## src/hdl/utf16_to_code_point_decoder_defines.svh

```systemverilog
// assertion macros shared by the decoder
`ifndef UTF16_TO_CODE_POINT_DECODER_DEFINES_SVH
`define UTF16_TO_CODE_POINT_DECODER_DEFINES_SVH

// same-cycle implication
`define U16D_ASSERT_IMP(label, clk, rst_n, ante, cons) \
  label: assert property (@(posedge clk) disable iff (!rst_n) (ante) |-> (cons)) \
    else $error("decoder check failed");

// next-cycle implication
`define U16D_ASSERT_NEXT(label, clk, rst_n, ante, cons) \
  label: assert property (@(posedge clk) disable iff (!rst_n) (ante) |=> (cons)) \
    else $error("decoder check failed");

`endif

```

## src/hdl/u16d_pkg.sv

```systemverilog
package u16d_pkg;

  localparam int UnitW  = 16;
  localparam int PointW = 21;
  localparam int CountW = 16;
  localparam int OutDataW = 40;

  localparam logic [5:0] HighTag = 6'b110110;
  localparam logic [5:0] LowTag  = 6'b110111;
  localparam logic [PointW-1:0] SuppBase = 21'h10000;
  localparam logic [CountW-1:0] CountMax = 16'hFFFF;
  localparam logic [CountW-1:0] CapReset = 16'hFFFF;

  typedef struct packed {
    logic [UnitW-1:0] code_unit;
    logic             last_unit;
  } u16d_unit_t;

  typedef struct packed {
    logic [PointW-1:0] code_point;
    logic [CountW-1:0] char_count;
    logic              fits;
    logic              end_of_string;
    logic              status;
  } u16d_result_t;

  typedef struct packed {
    logic             high_pending;
    logic [UnitW-1:0] held_high;
  } u16d_hold_t;

endpackage

```

## src/hdl/u16d_in_reg.sv

```systemverilog
module u16d_in_reg
  import u16d_pkg::*;
(
  input  logic       clk_i,
  input  logic       rst_ni,
  input  logic       in_valid_i,
  output logic       in_ready_o,
  input  u16d_unit_t in_word_i,
  output logic       fwd_valid_o,
  input  logic       fwd_ready_i,
  output u16d_unit_t fwd_word_o
);

  logic       valid_d, valid_q;
  u16d_unit_t word_q;

  assign in_ready_o = !valid_q || fwd_ready_i;

  always_comb begin
    valid_d = valid_q;
    if (in_ready_o) begin
      valid_d = in_valid_i;
    end
  end

  always_ff @(posedge clk_i or negedge rst_ni) begin
    if (!rst_ni) begin
      valid_q <= 1'b0;
    end else begin
      valid_q <= valid_d;
    end
  end

  always_ff @(posedge clk_i) begin
    if (in_ready_o && in_valid_i) begin
      word_q <= in_word_i;
    end
  end

  assign fwd_valid_o = valid_q;
  assign fwd_word_o  = word_q;

endmodule

```

## src/hdl/u16d_core.sv

```systemverilog
module u16d_core
  import u16d_pkg::*;
(
  input  logic                clk_i,
  input  logic                rst_ni,
  input  logic                item_valid_i,
  output logic                item_ready_o,
  input  u16d_unit_t          item_i,
  input  logic [CountW-1:0]   capacity_i,
  output logic                res_valid_o,
  input  logic                res_ready_i,
  output u16d_result_t        res_o,
  output u16d_hold_t          hold_o
);

  logic              pending_d, pending_q;
  logic [UnitW-1:0]  held_d, held_q;
  logic [CountW-1:0] count_d, count_q;
  logic              is_high, is_low, pair, hold, produce, take, fit;
  logic [CountW-1:0] count_inc;

  assign is_high = (item_i.code_unit[15:10] == HighTag);
  assign is_low  = (item_i.code_unit[15:10] == LowTag);
  assign pair    = pending_q && is_low;
  assign hold    = !pair && !item_i.last_unit && is_high;
  assign produce = !hold;

  assign item_ready_o = !produce || res_ready_i;
  assign take         = item_valid_i && item_ready_o;
  assign res_valid_o  = item_valid_i && produce;

  assign fit       = count_q < capacity_i;
  assign count_inc = (count_q == CountMax) ? count_q : count_q + 16'd1;

  always_comb begin
    res_o.code_point    = pair
        ? {1'b0, held_q[9:0], item_i.code_unit[9:0]} + SuppBase
        : {5'd0, item_i.code_unit};
    res_o.char_count    = count_inc;
    res_o.fits          = fit;
    res_o.end_of_string = item_i.last_unit;
    res_o.status        = item_i.last_unit && !fit;
  end

  always_comb begin
    pending_d = pending_q;
    held_d    = held_q;
    count_d   = count_q;
    if (take) begin
      pending_d = hold;
      held_d    = hold ? item_i.code_unit : '0;
      if (produce) begin
        count_d = item_i.last_unit ? '0 : count_inc;
      end
    end
  end

  always_ff @(posedge clk_i or negedge rst_ni) begin
    if (!rst_ni) begin
      pending_q <= 1'b0;
      held_q    <= '0;
      count_q   <= '0;
    end else begin
      pending_q <= pending_d;
      held_q    <= held_d;
      count_q   <= count_d;
    end
  end

  assign hold_o.high_pending = pending_q;
  assign hold_o.held_high    = held_q;

endmodule

```

## src/hdl/u16d_out_reg.sv

```systemverilog
module u16d_out_reg
  import u16d_pkg::*;
(
  input  logic         clk_i,
  input  logic         rst_ni,
  input  logic         res_valid_i,
  output logic         res_ready_o,
  input  u16d_result_t res_i,
  output logic         out_valid_o,
  input  logic         out_ready_i,
  output u16d_result_t out_o
);

  logic         valid_d, valid_q;
  u16d_result_t res_q;

  assign res_ready_o = !valid_q || out_ready_i;

  always_comb begin
    valid_d = valid_q;
    if (res_ready_o) begin
      valid_d = res_valid_i;
    end
  end

  always_ff @(posedge clk_i or negedge rst_ni) begin
    if (!rst_ni) begin
      valid_q <= 1'b0;
    end else begin
      valid_q <= valid_d;
    end
  end

  always_ff @(posedge clk_i) begin
    if (res_ready_o && res_valid_i) begin
      res_q <= res_i;
    end
  end

  assign out_valid_o = valid_q;
  assign out_o       = res_q;

endmodule

```

## src/hdl/utf16_to_code_point_decoder.sv

```systemverilog
// UTF-16 decoder: one code unit word per cycle goes in while tready is high, one code point
// word comes out for every unit that completes a character (a held high surrogate gives none).
// Sustained rate is one word per clock unless the sink stalls; words pass an input register,
// then an output register; the only stall comes from it, when the sink holds tready low. The
// capacity register (reset 65535) may be written only while no string is in flight.
`include "utf16_to_code_point_decoder_defines.svh"

module utf16_to_code_point_decoder
  import u16d_pkg::*;
(
  input  logic                clk_i,
  input  logic                rst_ni,
  input  logic                cfg_valid_i,
  output logic                cfg_ready_o,
  input  logic [CountW-1:0]   cfg_data_i,       // capacity
  input  logic                s_axis_tvalid,
  output logic                s_axis_tready,
  input  logic [UnitW-1:0]    s_axis_tdata,     // code_unit
  input  logic                s_axis_tlast,
  output logic                m_axis_tvalid,
  input  logic                m_axis_tready,
  output logic [OutDataW-1:0] m_axis_tdata,     // code_point, char_count, zero fill
  output logic                m_axis_tlast,
  output logic [1:0]          m_axis_tuser      // fits, status
);

  logic [CountW-1:0] capacity_q;
  u16d_unit_t        in_word, fwd_word;
  logic              fwd_valid, fwd_ready;
  u16d_result_t      res, out_res;
  logic              res_valid, res_ready;
  u16d_hold_t        hold;

  assign cfg_ready_o = 1'b1;

  always_ff @(posedge clk_i or negedge rst_ni) begin
    if (!rst_ni) begin
      capacity_q <= CapReset;
    end else if (cfg_valid_i) begin
      capacity_q <= cfg_data_i;
    end
  end

  assign in_word.code_unit = s_axis_tdata;
  assign in_word.last_unit = s_axis_tlast;

  u16d_in_reg u_in_reg (
    .clk_i       (clk_i),
    .rst_ni      (rst_ni),
    .in_valid_i  (s_axis_tvalid),
    .in_ready_o  (s_axis_tready),
    .in_word_i   (in_word),
    .fwd_valid_o (fwd_valid),
    .fwd_ready_i (fwd_ready),
    .fwd_word_o  (fwd_word)
  );

  u16d_core u_core (
    .clk_i        (clk_i),
    .rst_ni       (rst_ni),
    .item_valid_i (fwd_valid),
    .item_ready_o (fwd_ready),
    .item_i       (fwd_word),
    .capacity_i   (capacity_q),
    .res_valid_o  (res_valid),
    .res_ready_i  (res_ready),
    .res_o        (res),
    .hold_o       (hold)
  );

  u16d_out_reg u_out_reg (
    .clk_i       (clk_i),
    .rst_ni      (rst_ni),
    .res_valid_i (res_valid),
    .res_ready_o (res_ready),
    .res_i       (res),
    .out_valid_o (m_axis_tvalid),
    .out_ready_i (m_axis_tready),
    .out_o       (out_res)
  );

  assign m_axis_tdata = {3'd0, out_res.char_count, out_res.code_point};
  assign m_axis_tlast = out_res.end_of_string;
  assign m_axis_tuser = {out_res.status, out_res.fits};

  `U16D_ASSERT_IMP(a_status_on_end, clk_i, rst_ni,
                   m_axis_tvalid && m_axis_tuser[1], m_axis_tlast && !m_axis_tuser[0])
  `U16D_ASSERT_IMP(a_count_nonzero, clk_i, rst_ni,
                   m_axis_tvalid, m_axis_tdata[36:21] != 16'd0)
  `U16D_ASSERT_IMP(a_held_is_high, clk_i, rst_ni,
                   hold.high_pending, hold.held_high[15:10] == HighTag)
  `U16D_ASSERT_NEXT(a_clear_after_last, clk_i, rst_ni,
                    fwd_valid && fwd_ready && fwd_word.last_unit, !hold.high_pending)

endmodule

```

## config.mk

```make
export PLATFORM = sky130hd
export DESIGN_NAME = utf16_to_code_point_decoder
export DESIGN_NICKNAME = d
export VERILOG_FILES = /design/src/hdl/u16d_pkg.sv /design/src/hdl/u16d_in_reg.sv /design/src/hdl/u16d_core.sv /design/src/hdl/u16d_out_reg.sv /design/src/hdl/utf16_to_code_point_decoder.sv
export VERILOG_INCLUDE_DIRS = /design/src /design/src/hdl
export SDC_FILE = /design/constraint.sdc
export NUM_CORES = 1
export LEC_CHECK = 0
export ABC_AREA = 1
export BUFFER_PORTS_ARGS = -buffer_cell sky130_fd_sc_hd__buf_2
export CORE_ASPECT_RATIO = 1.75
export CORE_MARGIN = 2
export CORE_UTILIZATION = 45
export CTS_CLUSTER_SIZE = 40
export DETAILED_ROUTE_END_ITERATION = 8
export PLACE_DENSITY = 0.71
export SYNTH_ARGS = -nofsm -noshare
export SYNTH_HDL_FRONTEND = slang
export SYNTH_SLANG_ARGS = --single-unit
```

## constraint.sdc

```tcl
create_clock -name clk_i -period 2.25 [get_ports clk_i]
set_clock_uncertainty 0.1 [all_clocks]
set_input_delay 0.45 -clock clk_i [delete_from_list [all_inputs] [get_ports clk_i]]
set_output_delay 0.45 -clock clk_i [all_outputs]
set_load 0.02 [all_outputs]
```

==> summary.md <==
| Metric | Value |
|---|---|
| Wirelength, routed | around 9500 um |
| Vias in the first global route | 3288 |
| Worst rel slew slack | 0.4230 |
| Core footprint | a little under 10000 um2 |
| CTS max path bufs | 2 |
| Ports | 84 |
| Total Power | 4443 uW |
| Measured slew at the worst slew-check pin | 0.8655 ns |
| CP startpoint kind | flip-flop |
| CP Capture Type | output pin |
| Pwr per Cell Area | 816.0 nW/um2 |
| Final Setup Violations | 0 |
| Rows | 48 |
| Critical path peak fanout | 4 |
| #FFs+latches synth | 102 |
| First-pass GRT wire length | 15370 um |
| Post-detail-place hpwl | around 7200 um |
| Hold WC Path Type | in -> reg |
| Antenna diode count | 0 |
| Number of I/O port buffers | slightly below 80 |
| Share of layout cells above drive strength 1 | 0.2678 |
| Status | completed |
| Total gr overflow | 0 |
| Yosys warns | 0 |
| Unrepaired setup endpoints after global routing | false |
| Clock buffer count from CTS | 9 |
| Yosys cell types | 32 |
| Initial antenna violation count | 0 |
| Fin crit share | 0.9159 |
| Routability cong. | 0.8571 |
| Starting Density | 0.4621 |
| Gr usage total | 0.1891 |
| CTS clk-pin slew, worst paths | 0.07 ns |
| Fin crit period | 2.061 ns |
| DRC Markers | 0 |
| Synth Instances | 440 |
| Required @ worst endpoint | 1.70 ns |
| CTS tree | yes |
| Maximum vdd ir drop | 0.0005670 V |
| Syn-to-layout area delta | 19.63% |
| Leakage | 0.002563 uW |
| Setup bufs post-CTS | 0 |
| DRT iter0 DRCs | 209 |
| Register area share after synthesis | 0.6278 |
| Detail Route Antenna Nets | 0 |
| Final Hold Viols | 0 |
| Routed len/inst | ~14 um |
| Clk root buf | clkbuf_16 |
| Max cap viols | 0 |
| Clock Latency Late Sink | 0.35 ns |
| Critical path type | reg -> out |
| Crit path DAT | 1.51 ns |
| Setup_tns | 0 ns |
| F_max | 485.2 MHz |
| Fillers | 871 |
| Drt via density | 4.892 |
| Nets | 584 |
| Largest net degree at the start of global routing | 32 |
| Sink Count | between 100 and 150 |
| Die W | 80.03 um |
| Max Slew Vio Count | 0 |
| Die ar. | 10970 um2 |
| Die Y | 137.0 um |
| Htree depth | 3 |
| Mapped cell area | roughly 4600 um2 |
| Routed via count | roughly 3200 |
| Syn avg cell area | about 10 um2 |
| Footprint of the multi-input gates | 1421 um2 |
| TritonRoute pass-1 iters | 4 |
| Reg area | 2858 um2 |
[cell type report]
cell class / count / area share
inverter: 58 / 0.03998
clock buffer: 9 / 0.04136
tap: 125 / 0.02872
sequential: 102 / 0.5248
clock inverter: 7 / 0.01172
multi-input combinational: 270 / 0.2610
timing repair buffer: 88 / 0.09237
[layer usage]
metal	GRT usage	vias to the layer above	wire length [um]
met4	0.08475	0	208
met5	0	-	0
li1	-	1605	-
met2	0.3583	85	5676
met1	0.1943	1521	3289
met3	0.03826	13	348
[power by group]
group | switching [uW] | total (uW) | leakage [uW] | internal [uW]
logic | 430 | 644 | 0.00130 | 214
registers | 92.9 | 2290 | 0.00112 | 2200
clock network | 729 | 1510 | 0.000143 | 778
[synthesized netlist by cell type]
library cell | n | area share
buf_6 | 1 | 0.0025
o211ai_2 | 1 | 0.0027
nor3_4 | 1 | 0.0036
nor3_2 | 3 | 0.0066
nand3_1 | 13 | 0.014
nor4_1 | 1 | 0.0014
o21ai_1 | 4 | 0.0044
o21bai_1 | 1 | 0.0016
inv_1 | 57 | 0.047
nand2_2 | 7 | 0.0096
clkbuf_1 | 6 | 0.0049
xnor2_1 | 1 | 0.0019
nand3b_1 | 1 | 0.0016
o21ai_0 | 24 | 0.026
inv_2 | 1 | 0.00082
mux2_2 | 1 | 0.0025
o21a_1 | 5 | 0.0082
xor2_1 | 4 | 0.0077
and2_1 | 2 | 0.0027
nor3_1 | 4 | 0.0044
nor2_1 | 23 | 0.019
dfrtp_1 | 29 | 0.16
nand2_1 | 128 | 0.11
a21oi_1 | 12 | 0.013
nand3_2 | 6 | 0.013
conb_1 | 2 | 0.0016
buf_4 | 5 | 0.0082
nor2_2 | 1 | 0.0014
nand4_1 | 6 | 0.0082
ha_1 | 17 | 0.047
dfstp_2 | 16 | 0.092
edfxtp_1 | 57 | 0.38
[what timing repair did]
| action | CTS | global route |
|---|---|---|
| gates resized for setup | 0 | 4 |
| hold buffers | 1 | 0 |
| endpoints found under the setup margin | 0 | 7 |
| hold endpoints to repair | 3 | 0 |
[flip-flops by register name, summed over array words and instances (netlist names)]
register and cells:
u_in_reg.fwd_valid_o 1, u_core.held_q 10, u_out_reg.out_valid_o 1, capacity_q 16, u_core.pending_q 1, u_out_reg.out_o 40
u_core.count_q 16, u_in_reg.fwd_word_o 17
[metrics by stage]
step	setup WS (ns)	cell area, um2	utilization	instances	hold slack [ns]
floorplan	0.1140	4559	-	442	0.05441
global placement	0.1276	5137	0.5216	642	0.3390
detailed placement	0.07858	5137	0.5216	642	0.3340
CTS	0.08224	5436	0.5520	659	0.1632
global route	0.03948	5445	0.5528	659	0.1623
finish	0.1891	5445	0.5528	659	0.1681
[worst max-delay path, cell delays in order, from the launching register on]
cell and delay, ns:
edfxtp_1 0.40, nor3_2 0.30, nand2_1 0.15, nand3_1 0.14
buf_2 0.18
[path summary, 6_finish.rpt]
path,from,endpoint,slack [ns],cells after the start
min in group asynchronous,rst_ni,u_core.count_q[7],0.49,2
min,s_axis_tdata[7],u_in_reg.fwd_word_o[8],0.17,1
max,u_in_reg.fwd_word_o[14],s_axis_tready,0.19,4
max in group asynchronous,rst_ni,u_core.held_q[2],1.06,3
max reg2reg,u_core.count_q[1],u_core.count_q[0],0.21,9
min reg2reg,u_in_reg.fwd_word_o[2],u_out_reg.out_o[20],0.36,0
[cells by family (layout without fill, tap and decap cells)]
family          count (synthesis)  in the layout  synth area share
simple gates                  196            196            0.1916
flops                         102            102            0.6278
buf+inv                        70            162           0.06350
compound gates                 47             47           0.05663
fa+ha+maj                      17             17           0.04673
xor+xnor                        5              5          0.009620
other cells                     2              4          0.001650
mux                             1              1          0.002474
[layout by cell type, fill, tap and decap left out, types with 6 or more instances in the layout]
cell	count
nor2_1	22
clkbuf_16	9
a21oi_1	11
dfstp_2	16
nand2_2	7
nand3_2	6
nand3_1	13
nand2_1	128
edfxtp_1	57
o21ai_0	23
inv_1	56
dfrtp_1	29
buf_2	79
ha_1	16
nand4_1	6
(Power assumes the default switching activity.)
